[config.mk]
export PLATFORM = sky130hd
export DESIGN_NAME = icg_dim_unit
export DESIGN_NICKNAME = d
export VERILOG_FILES = /design/src/im2col_gather_unit_defines.svh /design/src/icg_pkg.sv /design/src/icg_dim_unit.sv
export SDC_FILE = /design/constraint.sdc
export NUM_CORES = 1
export LEC_CHECK = 0
export BUFFER_PORTS_ARGS = -buffer_cell sky130_fd_sc_hd__buf_4
export CAP_MARGIN = 10
export CORE_MARGIN = 1.5
export CORE_UTILIZATION = 50
export CTS_BUF_LIST = sky130_fd_sc_hd__clkbuf_4
export DETAILED_ROUTE_END_ITERATION = 10
export GPL_TIMING_DRIVEN = 0
export PLACE_DENSITY_LB_ADDON = 0.12
export SYNTH_ARGS = -nofsm -noshare
export SYNTH_HDL_FRONTEND = slang
export SYNTH_SLANG_ARGS = --single-unit
[constraint.sdc]
create_clock -name clk -period 4.3 [get_ports clk]
set_clock_uncertainty 0.2 [all_clocks]
set_input_delay 0.215 -clock clk [delete_from_list [all_inputs] [get_ports clk]]
set_output_delay 0.215 -clock clk [all_outputs]
set_load 0.03 [all_outputs]
[src/im2col_gather_unit_defines.svh]
// ----------------------------------------------------------------------------
// im2col gather unit assertion macros
// Shared concurrent assertion forms; each expects clk and rst in scope.
// ----------------------------------------------------------------------------
`ifndef IM2COL_GATHER_UNIT_DEFINES_SVH
`define IM2COL_GATHER_UNIT_DEFINES_SVH

// Same-cycle implication, disabled during reset.
`define ICG_ASSERT_NOW(label, ante, cons, msg) \
  label: assert property (@(posedge clk) disable iff (rst) (ante) |-> (cons)) \
    else $error(msg);

// Next-cycle implication, disabled during reset.
`define ICG_ASSERT_NEXT(label, ante, cons, msg) \
  label: assert property (@(posedge clk) disable iff (rst) (ante) |=> (cons)) \
    else $error(msg);

`endif

[src/icg_pkg.sv]
// ----------------------------------------------------------------------------
// im2col gather package
// Item, result and configuration types, store sizing and shared helpers.
// ----------------------------------------------------------------------------
package icg_pkg;

  localparam int IMAGE_WORDS = 65536;
  localparam int ADDR_W      = $clog2(IMAGE_WORDS);

  localparam int CFG_W     = 9;
  localparam int CFG_IDX_W = 3;

  // Output size derivation: quotient of at most 10 bits, one bit per step
  localparam int DIV_STEPS = 10;
  localparam int DIV_CNT_W = $clog2(DIV_STEPS);
  localparam logic [8:0] DIM_SAT = 9'd511;

  localparam logic OP_FETCH = 1'b1;

  typedef enum logic [CFG_IDX_W-1:0] {
    REG_IMAGE_HEIGHT  = 3'd0,
    REG_IMAGE_WIDTH   = 3'd1,
    REG_CHANNEL_COUNT = 3'd2,
    REG_KERNEL_SIZE   = 3'd3,
    REG_STEP_SIZE     = 3'd4,
    REG_PADDING       = 3'd5
  } cfg_reg_t;

  typedef struct packed {
    logic        operation;
    logic [15:0] pixel_address;
    logic [31:0] pixel_value;
    logic [7:0]  image_channel;
    logic [3:0]  kernel_row;
    logic [3:0]  kernel_col;
    logic [7:0]  out_row;
    logic [7:0]  out_col;
  } item_t;

  typedef struct packed {
    logic [31:0] element_value;
    logic [31:0] column_index;
    logic        is_padding;
    logic        range_error;
  } result_t;

  typedef struct packed {
    logic [8:0] image_height;
    logic [8:0] image_width;
    logic [8:0] channel_count;
    logic [4:0] kernel_size;
    logic [4:0] step_size;
    logic [3:0] padding;
  } cfg_t;

  typedef struct packed {
    logic [8:0]  out_height;
    logic [8:0]  out_width;
    logic [17:0] plane;
  } dims_t;

  // Request presented to the store stage
  typedef struct packed {
    logic        valid;
    logic        is_fetch;
    logic        err;
    logic        pad;
    logic [26:0] addr_full;
    logic [31:0] prod;
    logic [17:0] pos;
    logic [15:0] waddr;
    logic [31:0] wdata;
  } mem_req_t;

  function automatic logic [4:0] eff_stride(input logic [4:0] step);
    return (step == 5'd0) ? 5'd1 : step;
  endfunction

endpackage

[src/icg_dim_unit.sv]
// ----------------------------------------------------------------------------
// icg_dim_unit
// Derives output height, width and plane size after a configuration write.
// ----------------------------------------------------------------------------
module icg_dim_unit (
  input  logic          clk,
  input  logic          rst,
  input  logic          start,
  input  icg_pkg::cfg_t cfg,
  output icg_pkg::dims_t dims,
  output logic          busy
);
  import icg_pkg::*;

  typedef enum logic [4:0] {
    D_IDLE   = 5'b00001,
    D_LOAD   = 5'b00010,
    D_DIVIDE = 5'b00100,
    D_STORE  = 5'b01000,
    D_PLANE  = 5'b10000
  } dim_state_t;

  dim_state_t state;
  logic [DIV_CNT_W-1:0] cnt;
  logic [4:0] divisor;
  logic [9:0] num_h, num_w;
  logic [4:0] rem_h, rem_w;
  logic       zero_h, zero_w;
  logic [9:0] span_h, span_w, kext;
  logic [14:0] step_h, step_w;

  // One restoring division step: shift a quotient bit into num
  function automatic logic [14:0] div_step(input logic [9:0] num, input logic [4:0] rem,
                                           input logic [4:0] dv);
    logic [5:0] shifted;
    logic       qbit;
    logic [4:0] r;
    shifted = {rem, num[9]};
    if (shifted >= {1'b0, dv}) begin
      qbit = 1'b1;
      r    = 5'(shifted - {1'b0, dv});
    end else begin
      qbit = 1'b0;
      r    = shifted[4:0];
    end
    return {num[8:0], qbit, r};
  endfunction

  function automatic logic [8:0] finish_dim(input logic zero, input logic [9:0] q);
    logic [10:0] inc;
    inc = {1'b0, q} + 11'd1;
    if (zero) begin
      return 9'd0;
    end else if (inc > {2'b0, DIM_SAT}) begin
      return DIM_SAT;
    end else begin
      return inc[8:0];
    end
  endfunction

  assign span_h = {1'b0, cfg.image_height} + {5'b0, cfg.padding, 1'b0};
  assign span_w = {1'b0, cfg.image_width} + {5'b0, cfg.padding, 1'b0};
  assign kext   = {5'b0, cfg.kernel_size};
  assign step_h = div_step(num_h, rem_h, divisor);
  assign step_w = div_step(num_w, rem_w, divisor);
  assign busy   = (state != D_IDLE);

  always_ff @(posedge clk) begin
    if (rst) begin
      state <= D_IDLE;
      cnt   <= '0;
      dims  <= '0;
    end else if (start) begin
      state <= D_LOAD;
    end else begin
      case (state)
        D_IDLE: begin
          state <= D_IDLE;
        end
        D_LOAD: begin
          cnt   <= '0;
          state <= D_DIVIDE;
        end
        D_DIVIDE: begin
          cnt <= cnt + 1'b1;
          if (cnt == DIV_CNT_W'(DIV_STEPS - 1)) begin
            state <= D_STORE;
          end
        end
        D_STORE: begin
          dims.out_height <= finish_dim(zero_h, num_h);
          dims.out_width  <= finish_dim(zero_w, num_w);
          state           <= D_PLANE;
        end
        D_PLANE: begin
          dims.plane <= {9'b0, dims.out_height} * {9'b0, dims.out_width};
          state      <= D_IDLE;
        end
        default: begin
          state <= D_IDLE;
        end
      endcase
    end
  end

  // Divider datapath
  always_ff @(posedge clk) begin
    if (state == D_LOAD) begin
      divisor <= eff_stride(cfg.step_size);
      zero_h  <= (span_h < kext);
      zero_w  <= (span_w < kext);
      num_h   <= span_h - kext;
      num_w   <= span_w - kext;
      rem_h   <= '0;
      rem_w   <= '0;
    end else if (state == D_DIVIDE) begin
      {num_h, rem_h} <= step_h;
      {num_w, rem_w} <= step_w;
    end
  end

endmodule

==> metrics.csv <==
stage;metric;value;unit
timing;slew_viol_final;0;
timing;period_minus_slack;4372;ps
run_status;violations;negative setup slack;
drt;drc_errors;0;
timing;worst_pin_slew;907.4;ps
place;hpwl;14.05;mm
drt;routed_wl;18.91;mm
yosys;synth_cells;901;
global_routing;grt_max_degree;21;
timing;fmaxAchievable;0.2287;GHz
critical_path;ff2ff_setup_slack;-70;ps
floorplan;fp.dieW;127.0;um
drt;drtAntennaViolNets;0;
power_and_ir_drop;p_leak;4.204;nW
yosys;yosysMostFrequentCell;nand2_1;
yosys;ys.warnings.count;0;
yosys;ys_async_sr_fraction;0;%
cts;clock_latency;500;ps
yosys;synth-edff-count;27;
floorplan;ios;81;
yosys;synth.cell_area;7684;um^2
cts;cts_tree;built;
final_layout;design_area;9493;um^2
hold_path;hold_class;primary input to flop;
timing;hold_viol;0;
final_layout;syn_to_final_growth;23.55;%
yosys;synth_top_area_share;14.59;%
cts;htreeDepth;3;
cts;root_buffer;clkbuf_4;
critical_path;end_kind;flop;
floorplan;start_util;50.92;%
final_layout;nets;1205;
timing;finalCritPeriodShare;101.7;%
floorplan;dieArea;16120;um^2
cts;clockBufferDepth;2;
critical_path;cp.arrival;4590;ps
place;gp_congestion;0.8303;
yosys;syn_nets;1073;
drt;wl_per_cell;15.40;um
critical_path;crit_type;flop to flop;
floorplan;row_count;45;
final_layout;final_layout_size_suffix_gt1_share;21.87;%
drt;dr.pass1.iters;5;
yosys;syn-mean-instance-area;8.528;um^2
floorplan;core_region_area;15090;um^2
floorplan;die_height;127.0;um
timing;setup-tns-final;-313.9;ps
yosys;yosys.cell_types.count;59;
cts;clk_pin_slew_worst_paths;160;ps
yosys;ys_dominant_reg_cell;dfxtp_1;
yosys;synth.ff_latch_count;82;
job;maxCapViolCount;0;
timing;slew_headroom;39.51;%
run_status;status;finished, violations left;
critical_path;start_kind;flop;
drt;drtIter0Drc;279;
drt;dr_total_vias;6641;
timing;fin_ws;-71.74;ps
place;place_area;8712;um^2
power_and_ir_drop;peakVddDrop;0.1113;mV
power_and_ir_drop;pwr_density_cell;170.6;nW/um^2
yosys;ys_seq_area_share;24.88;%
cts;clock-sinks;82;
timing;hold_ws;37.55;ps
global_routing;track_usage;24.13;%
yosys;synth_common_cells;nand2_1 (105), inv_1 (100), ha_1 (72);
power_and_ir_drop;power.total;1.619;mW
global_routing;antenna_found_initial;1;
timing;finalSetupViolCount;6;
place;portBuffers;71;
yosys;yosysTopAreaCell;fa_1;
global_routing;grt_pass1_wl;30.84;mm
critical_path;critical_path.max_fanout;6;
cts;cts_buffers;9;
timing;rsz0062_at_grt;yes;
global_routing;grt_overflow_total;0;
drt;vias_per_cell;5.408;
yosys;synth_area_leaders;fa_1 (15%), dfxtp_1 (14%), ha_1 (12%);
critical_path;worstPathRequired;4520;ps
global_routing;first_global_vias;6547;
## timing repair
action,CTS,global route
pin swaps,34,35
setup buffers,34,16
endpoints found under the hold margin,24,0
resized for setup,42,36
hold buffers,14,0
setup endpoints to repair,6,10
## worst paths after layout
check | endpoint | cells past startpoint | from
max | dims[16]$_SDFFE_PP0P_ | 15 | dims[32]$_SDFFE_PP0P_
min | num_h[0]$_DFFE_PN_ | 4 | cfg[32]
max reg2reg | dims[16]$_SDFFE_PP0P_ | 15 | dims[32]$_SDFFE_PP0P_
min reg2reg | dims[6]$_SDFFE_PP0P_ | 2 | dims[6]$_SDFFE_PP0P_
## state kept, by name, indices dropped and copies added, names as in the netlist
name,cells
cnt,4
dims,36
divisor,5
num_h,10
num_w,10
rem_h,5
rem_w,5
state,5
zero_h,1
zero_w,1
## worst max-delay path, stage by stage, from the launching register on
cell and delay (ps):
dfxtp_4 400, buf_6 120, and2_4 150, fa_1 520, inv_2 40, fa_1 530, fa_2 460, fa_1 530
inv_2 50, ha_4 290, o21a_1 130, o31a_1 290, o21ai_4 130, o21ai_2 180, nor4_2 50, a211o_1 230
## stage by stage
step	cells	setup WS, ps	util [%]
5_1_grt	1227	-194.2	62.89
4_1_cts	1211	-69.49	61.23
3_5_place_dp	1160	-285.2	57.74
6_report	1228	-71.74	62.91
2_1_floorplan	901	-0.8904	-
3_3_place_gp	1160	-250.8	57.74
## cell families (layout without fill, tap and decap cells)
logic type | after synthesis | count (layout) | share of synthesized area [%]
mux | 9 | 9 | 1.221
flops | 82 | 82 | 24.88
compound gates | 183 | 183 | 14.97
simple gates | 313 | 313 | 20.71
xor+xnor | 43 | 43 | 4.901
other cells | 0 | 2 | 0
buf+inv | 143 | 280 | 7.002
fa+ha+maj | 128 | 128 | 26.31
## area by class of cell
cell class              count  area, um^2
plain buffers              29       110.1
inverters                 100       375.4
repair buffers            135        1071
diodes                      2       5.005
clock inverters             7       82.58
flip-flops and latches     82        1974
multi-input cells         676        5572
clock buffers               9       67.56
well taps                 188       235.2
fillers                  1354        5597
## cells in the final DEF (no fill, tap or decap), types with 7 or more instances in the layout
cell,instances
a211oi_1,17
a21o_1,10
a21oi_1,49
a31oi_1,9
and2_1,35
and2_4,11
and3_1,7
buf_4,115
clkbuf_1,26
clkbuf_4,9
dfxtp_1,37
dfxtp_4,16
dlygate4sd3_1,14
edfxtp_1,27
fa_1,49
fa_2,7
ha_1,62
ha_4,9
inv_1,94
nand2_1,101
nand2b_1,10
nand3_1,23
nand3b_1,9
nand4_1,8
nor2_1,42
nor3_1,21
o21ai_0,46
o311ai_0,7
xnor2_1,22
xor2_1,21
## report_power, final
part,internal (mW),total (mW),switching [mW],leakage [nW]
Sequential,0.798,0.806,0.00792,0.701
Combinational,0.132,0.288,0.156,3.42
Clock,0.187,0.525,0.338,0.0819
## layer usage
| metal | GRT usage (%) | up-vias | share of wire, % |
|---|---|---|---|
| li1 | - | 3357 | - |
| met1 | 28.91 | 3137 | 45 |
| met2 | 42.65 | 113 | 49 |
| met3 | 4.091 | 34 | 2.8 |
| met4 | 10.43 | 0 | 3.5 |
| met5 | 0 | - | 0 |
No activity file was read; power rests on OpenSTA's default activity.
