--- src/im2col_gather_unit_defines.svh ---
// ----------------------------------------------------------------------------
// im2col gather unit assertion macros
// Shared concurrent assertion forms; each expects clk and rst in scope.
// ----------------------------------------------------------------------------
`ifndef IM2COL_GATHER_UNIT_DEFINES_SVH
`define IM2COL_GATHER_UNIT_DEFINES_SVH

// Same-cycle implication, disabled during reset.
`define ICG_ASSERT_NOW(label, ante, cons, msg) \
  label: assert property (@(posedge clk) disable iff (rst) (ante) |-> (cons)) \
    else $error(msg);

// Next-cycle implication, disabled during reset.
`define ICG_ASSERT_NEXT(label, ante, cons, msg) \
  label: assert property (@(posedge clk) disable iff (rst) (ante) |=> (cons)) \
    else $error(msg);

`endif

--- src/icg_pkg.sv ---
// ----------------------------------------------------------------------------
// im2col gather package
// Item, result and configuration types, store sizing and shared helpers.
// ----------------------------------------------------------------------------
package icg_pkg;

  localparam int IMAGE_WORDS = 65536;
  localparam int ADDR_W      = $clog2(IMAGE_WORDS);

  localparam int CFG_W     = 9;
  localparam int CFG_IDX_W = 3;

  // Output size derivation: quotient of at most 10 bits, one bit per step
  localparam int DIV_STEPS = 10;
  localparam int DIV_CNT_W = $clog2(DIV_STEPS);
  localparam logic [8:0] DIM_SAT = 9'd511;

  localparam logic OP_FETCH = 1'b1;

  typedef enum logic [CFG_IDX_W-1:0] {
    REG_IMAGE_HEIGHT  = 3'd0,
    REG_IMAGE_WIDTH   = 3'd1,
    REG_CHANNEL_COUNT = 3'd2,
    REG_KERNEL_SIZE   = 3'd3,
    REG_STEP_SIZE     = 3'd4,
    REG_PADDING       = 3'd5
  } cfg_reg_t;

  typedef struct packed {
    logic        operation;
    logic [15:0] pixel_address;
    logic [31:0] pixel_value;
    logic [7:0]  image_channel;
    logic [3:0]  kernel_row;
    logic [3:0]  kernel_col;
    logic [7:0]  out_row;
    logic [7:0]  out_col;
  } item_t;

  typedef struct packed {
    logic [31:0] element_value;
    logic [31:0] column_index;
    logic        is_padding;
    logic        range_error;
  } result_t;

  typedef struct packed {
    logic [8:0] image_height;
    logic [8:0] image_width;
    logic [8:0] channel_count;
    logic [4:0] kernel_size;
    logic [4:0] step_size;
    logic [3:0] padding;
  } cfg_t;

  typedef struct packed {
    logic [8:0]  out_height;
    logic [8:0]  out_width;
    logic [17:0] plane;
  } dims_t;

  // Request presented to the store stage
  typedef struct packed {
    logic        valid;
    logic        is_fetch;
    logic        err;
    logic        pad;
    logic [26:0] addr_full;
    logic [31:0] prod;
    logic [17:0] pos;
    logic [15:0] waddr;
    logic [31:0] wdata;
  } mem_req_t;

  function automatic logic [4:0] eff_stride(input logic [4:0] step);
    return (step == 5'd0) ? 5'd1 : step;
  endfunction

endpackage

--- src/icg_fetch_pipe.sv ---
// ----------------------------------------------------------------------------
// icg_fetch_pipe
// Four address stages: range check, source pixel, kernel index, store address.
// ----------------------------------------------------------------------------
module icg_fetch_pipe (
  input  logic              clk,
  input  logic              rst,
  input  logic              advance,
  input  logic              accept,
  input  icg_pkg::item_t    item,
  input  icg_pkg::cfg_t     cfg,
  input  icg_pkg::dims_t    dims,
  output icg_pkg::mem_req_t req
);
  import icg_pkg::*;

  typedef struct packed {
    logic        is_fetch;
    logic        err;
    logic [7:0]  ch;
    logic [3:0]  kr;
    logic [3:0]  kc;
    logic [7:0]  orow;
    logic [7:0]  ocol;
    logic [12:0] orow_s;
    logic [12:0] ocol_s;
    logic [12:0] ch_k;
    logic [15:0] waddr;
    logic [31:0] wdata;
  } s1_t;

  typedef struct packed {
    logic        is_fetch;
    logic        err;
    logic        pad;
    logic [3:0]  kc;
    logic [7:0]  ocol;
    logic [8:0]  row9;
    logic [8:0]  col9;
    logic [13:0] ka;
    logic [16:0] ch_h;
    logic [16:0] orow_w;
    logic [15:0] waddr;
    logic [31:0] wdata;
  } s2_t;

  typedef struct packed {
    logic        is_fetch;
    logic        err;
    logic        pad;
    logic [8:0]  col9;
    logic [18:0] kidx;
    logic [17:0] addr_a;
    logic [17:0] pos;
    logic [15:0] waddr;
    logic [31:0] wdata;
  } s3_t;

  logic v1, v2, v3, v4;
  s1_t s1, n1;
  s2_t s2, n2;
  s3_t s3, n3;
  mem_req_t s4, n4;

  logic [4:0]  stride;
  logic [13:0] row_sum, col_sum;
  logic signed [14:0] row, col;
  logic [18:0] kidx_mul;
  logic [36:0] prod_full;

  assign stride = eff_stride(cfg.step_size);

  // Range check and first products
  always_comb begin
    n1.is_fetch = (item.operation == OP_FETCH);
    n1.err = ({1'b0, item.image_channel} >= cfg.channel_count) ||
             ({1'b0, item.kernel_row} >= cfg.kernel_size) ||
             ({1'b0, item.kernel_col} >= cfg.kernel_size) ||
             ({1'b0, item.out_row} >= dims.out_height) ||
             ({1'b0, item.out_col} >= dims.out_width);
    n1.ch     = item.image_channel;
    n1.kr     = item.kernel_row;
    n1.kc     = item.kernel_col;
    n1.orow   = item.out_row;
    n1.ocol   = item.out_col;
    n1.orow_s = {5'b0, item.out_row} * {8'b0, stride};
    n1.ocol_s = {5'b0, item.out_col} * {8'b0, stride};
    n1.ch_k   = {5'b0, item.image_channel} * {8'b0, cfg.kernel_size};
    n1.waddr  = item.pixel_address;
    n1.wdata  = item.pixel_value;
  end

  // Source pixel and border test
  always_comb begin
    row_sum = {1'b0, s1.orow_s} + {10'b0, s1.kr};
    col_sum = {1'b0, s1.ocol_s} + {10'b0, s1.kc};
    row = $signed({1'b0, row_sum}) - $signed({11'b0, cfg.padding});
    col = $signed({1'b0, col_sum}) - $signed({11'b0, cfg.padding});
    n2.is_fetch = s1.is_fetch;
    n2.err      = s1.err;
    n2.pad      = row[14] || col[14] ||
                  (row[13:0] >= {5'b0, cfg.image_height}) ||
                  (col[13:0] >= {5'b0, cfg.image_width});
    n2.kc     = s1.kc;
    n2.ocol   = s1.ocol;
    n2.row9   = row[8:0];
    n2.col9   = col[8:0];
    n2.ka     = {1'b0, s1.ch_k} + {10'b0, s1.kr};
    n2.ch_h   = {9'b0, s1.ch} * {8'b0, cfg.image_height};
    n2.orow_w = {9'b0, s1.orow} * {8'b0, dims.out_width};
    n2.waddr  = s1.waddr;
    n2.wdata  = s1.wdata;
  end

  // Kernel index, partial address, in-plane position
  always_comb begin
    kidx_mul    = {5'b0, s2.ka} * {14'b0, cfg.kernel_size};
    n3.is_fetch = s2.is_fetch;
    n3.err      = s2.err;
    n3.pad      = s2.pad;
    n3.col9     = s2.col9;
    n3.kidx     = kidx_mul + {15'b0, s2.kc};
    n3.addr_a   = {1'b0, s2.ch_h} + {9'b0, s2.row9};
    n3.pos      = {1'b0, s2.orow_w} + {10'b0, s2.ocol};
    n3.waddr    = s2.waddr;
    n3.wdata    = s2.wdata;
  end

  // Plane offset and full store address
  always_comb begin
    prod_full    = {18'b0, s3.kidx} * {19'b0, dims.plane};
    n4.valid     = 1'b1;
    n4.is_fetch  = s3.is_fetch;
    n4.err       = s3.err;
    n4.pad       = s3.pad;
    n4.addr_full = {9'b0, s3.addr_a} * {18'b0, cfg.image_width} + {18'b0, s3.col9};
    n4.prod      = prod_full[31:0];
    n4.pos       = s3.pos;
    n4.waddr     = s3.waddr;
    n4.wdata     = s3.wdata;
  end

  always_ff @(posedge clk) begin
    if (rst) begin
      v1 <= 1'b0;
      v2 <= 1'b0;
      v3 <= 1'b0;
      v4 <= 1'b0;
    end else if (advance) begin
      v1 <= accept;
      v2 <= v1;
      v3 <= v2;
      v4 <= v3;
    end
  end

  always_ff @(posedge clk) begin
    if (advance) begin
      s1 <= n1;
      s2 <= n2;
      s3 <= n3;
      s4 <= n4;
    end
  end

  always_comb begin
    req       = s4;
    req.valid = v4;
  end

endmodule

--- config.mk ---
export PLATFORM = sky130hd
export DESIGN_NAME = icg_fetch_pipe
export DESIGN_NICKNAME = d
export VERILOG_FILES = /design/src/im2col_gather_unit_defines.svh /design/src/icg_pkg.sv /design/src/icg_fetch_pipe.sv
export SDC_FILE = /design/constraint.sdc
export NUM_CORES = 2
export LEC_CHECK = 0
export ABC_AREA = 0
export ABC_CLOCK_PERIOD_IN_PS = 9700
export BUFFER_PORTS_ARGS = -buffer_cell sky130_fd_sc_hd__buf_2
export CORE_AREA = 2 2 282 284
export CTS_CLUSTER_SIZE = 40
export DETAILED_ROUTE_END_ITERATION = 16
export DIE_AREA = 0 0 284 286
export GPL_TIMING_DRIVEN = 0
export PLACE_DENSITY = 0.75
export SYNTH_ARGS = -nofsm -noshare
export SYNTH_HDL_FRONTEND = slang
export SYNTH_SLANG_ARGS = --single-unit
--- constraint.sdc ---
create_clock -name clk -period 9.7 [get_ports clk]
set_input_delay 2.425 -clock clk [delete_from_list [all_inputs] [get_ports clk]]
set_output_delay 2.425 -clock clk [all_outputs]
set_load 0.01 [all_outputs]
==> flow_metrics.env <==
export IMPL_clkLatencyLatePin_ns=0.64
export IMPL_multi_input_area_um2=26100
export IMPL_cts_resized_gates=0
export IMPL_crit_top_cell="fa_1"
export IMPL_synthAdderAreaFrac_pct=37.9
export IMPL_fillers=6373
export IMPL_async_reset_ff_share_pct=0
export IMPL_wl_met3_um=5810
export IMPL_rsz0062_at_grt="false"
export IMPL_clkSinkCount=497
export IMPL_synth_edff_count=493
export IMPL_regArea_um2=14900
export IMPL_crit_arrival_ns=9.19
export IMPL_fin_crit_ns=8.81
export IMPL_synth_area_leaders="edfxtp_1 33%, fa_1 26%, ha_1 12%, inv_1 6.7%, and2_1 5.1%"
export IMPL_synth_cell_type_count=66
export IMPL_cts_hold_buf=0
export IMPL_ys_ff_latch=497
export IMPL_synth_top_area_cell="edfxtp_1"
export IMPL_die_height_um=286
export IMPL_area_growth_pct=10.5
export IMPL_wl_met2_um=48500
export IMPL_fin_worst_hold_slack_ns=0.410
export IMPL_cts_buffer_depth=3
export IMPL_synthMuxAreaShare_pct=0.138
export IMPL_crit_fanout=10
export IMPL_slew_headroom_pct=41.6
export IMPL_maxCapViolations=0
export IMPL_routed_wl_um=95700
export IMPL_grt_max_degree=124
export IMPL_critical_path_required_ns=10.08
export IMPL_avgSynthCellArea_um2=11.0
export IMPL_fp_row_count=103
export IMPL_tightest_slew_ns=0.871
export IMPL_core_area_um2=78400
export IMPL_synth_flop_cell="edfxtp_1"
export IMPL_yosys_cell_count_top_type="inv_1"
export IMPL_synth_seq_area_share_pct=33.6
export IMPL_ioPinCount=291
export IMPL_yosysWarnings=0
export IMPL_hpwlAfterDp_um=76400
export IMPL_fin_nets=5538
export IMPL_cpMaxStageDelayCell="fa_1"
export IMPL_initial_core_util_pct=56.6
export IMPL_slew_viol_final=0
export IMPL_wl_per_cell_um=17.5
export IMPL_status="finished clean"
export IMPL_synth_compound_area_share_pct=4.97
export IMPL_synthXorXnorAreaFrac_pct=3.40
export IMPL_drive_gt1_share_pct=8.44
export IMPL_path_cells="clkbuf_1 > clkbuf_1 > nand2_1 > fa_1 > fa_1 > fa_1 > fa_1 > inv_1 > fa_1 > inv_1 > fa_1 > inv_1 > ha_1 > nand2_1 > o21a_1 > o31ai_2 > a31oi_1 > a211oi_1 > a41oi_1 > a211o_1 > xnor2_1"
export IMPL_antenna_found_initial=10
export IMPL_ys_top_cells_by_count="788 x inv_1, 571 x fa_1, 525 x nand2_1, 493 x edfxtp_1, 431 x ha_1"
export IMPL_grt_pass1_wl_um=154000
export IMPL_fin_crit_sh_pct=90.8
export IMPL_synth_simple_area_share_pct=12.4
export IMPL_ant_nets=0
export IMPL_grt_ovfl_total=0
export IMPL_grt_use_total_pct=24.1
export IMPL_max_freq_ghz=0.114
export IMPL_htreeDepth=2
export IMPL_worstHoldPathType="register to register"
export IMPL_setup_viol=0
export IMPL_grt_pass1_vias=29500
export IMPL_hold_viol_final=0
export IMPL_die_area_um2=81200
export IMPL_wl_met1_um=38100
export IMPL_synth_top_family_by_area="adder cells"
export IMPL_worstSetupPathType="input pin to register"
export IMPL_syn_nets=5212
export IMPL_gp_congestion=0.912
export IMPL_die_width_um=284
export IMPL_start_kind="input pin"
export IMPL_postCtsSetupBuffers=0
export IMPL_cpPeakStageDelay_ns=0.59
export IMPL_cts_buffers=55
export IMPL_cts_root_buf="clkbuf_16"
export IMPL_synthCells=4048
export IMPL_cts_tree="done"
export IMPL_cts_clk_slew_worst_paths_ns=0.06
export IMPL_netlist_area_um2=44400
export IMPL_drtPass1Iterations=5
export IMPL_route_top_layer_used="met5"
export IMPL_dr_total_vias=28600
export IMPL_port_buffers=265
export IMPL_first_iter_violations=1565
export IMPL_drc_errors=0
export IMPL_via_per_inst=5.23
export IMPL_end_kind="register"
export IMPL_yosysTopAreaCellShare_pct=33.4
export IMPL_skew_ns=0.0299
final timing paths:
check	cells past startpoint	slack [ns]	from	endpoint
worst max-delay path	21	0.89	dims[4]	req[96]
worst max register to register	20	2.41	s3[94]	req[96]
worst min-delay path	0	0.41	n4[11]	req[11]
worst min register to register	0	0.41	n4[11]	req[11]
placed cells by master, fill, tap and decap left out, types with 6 or more instances in the layout:
cell type / instances
nand3_1: 20
a21o_1: 49
o21a_1: 21
nor2_1: 85
fa_1: 571
clkbuf_1: 110
and2_1: 359
nand4_1: 7
clkinv_2: 7
clkinv_4: 6
xor2_1: 48
a211oi_1: 14
a21oi_1: 110
buf_2: 264
clkbuf_16: 55
nand2b_1: 36
bufinv_16: 7
and3_1: 6
xnor2_1: 124
or3_1: 7
nor3_1: 30
inv_1: 788
o21bai_1: 16
nor2b_1: 34
o21ai_0: 70
or2_2: 8
clkinv_1: 15
ha_1: 431
edfxtp_1: 493
nand2_1: 525
critical path: cells and delay by family:
family / cells / cell delay [ns]
adder cells (fa/ha/maj): 7 / 3.41
AO/OA/AOI/OAI: 6 / 1.81
buffers and inverters: 5 / 1.17
AND/OR/NAND/NOR: 2 / 0.25
XOR/XNOR: 1 / 0.13
cells by family after synthesis:
family	after synthesis
AOI/OAI and AO/OA	343
DFF	497
buffers and inverters	902
xor gates and xnor gates	172
and+or+nand+nor	1126
muxes	6
adders and majority gates	1002
stage by stage:
step                      TNS (ns)  cell area (um2)  std cells  setup WS (ns)  utilization [%]
after CTS                        0            49000       5469          0.976             62.5
final                            0            49000       5474          0.893             62.6
after global routing             0            49000       5471          0.637             62.6
after global placement     -571.14            47000       5363          -1.26             60.0
after detailed placement         0            47100       5367          0.291             60.1
after floorplan                  0            44400       4048           1.36                -
per-layer routing:
metal	GRT usage (%)	up-vias
li1	-	13500
met5	0	-
met1	30.0	14200
met3	4.24	191
met2	42.7	760
met4	7.99	12
cell type report:
type                    instances  share of cell area [%]
diodes                          5                  0.0255
plain buffers                 114                   0.881
clock buffers                  57                    2.82
clock inverters                45                    1.03
inverters                     788                    6.03
multi-input cells            2649                    53.2
flip-flops and latches        497                    30.4
well taps                    1050                    2.68
repair buffers                269                    2.95
state kept, by name (all words and copies together), names as in the netlist:
name / count
s1: 59
n2: 62
v2: 1
n3: 60
n4: 69
v4: 1
v3: 1
v1: 1
s3: 46
s2: 69
req: 128
Power is left out: the tool's default activity adds up to more than one toggle a clock period on the data nets, which glitch-free logic cannot reach.
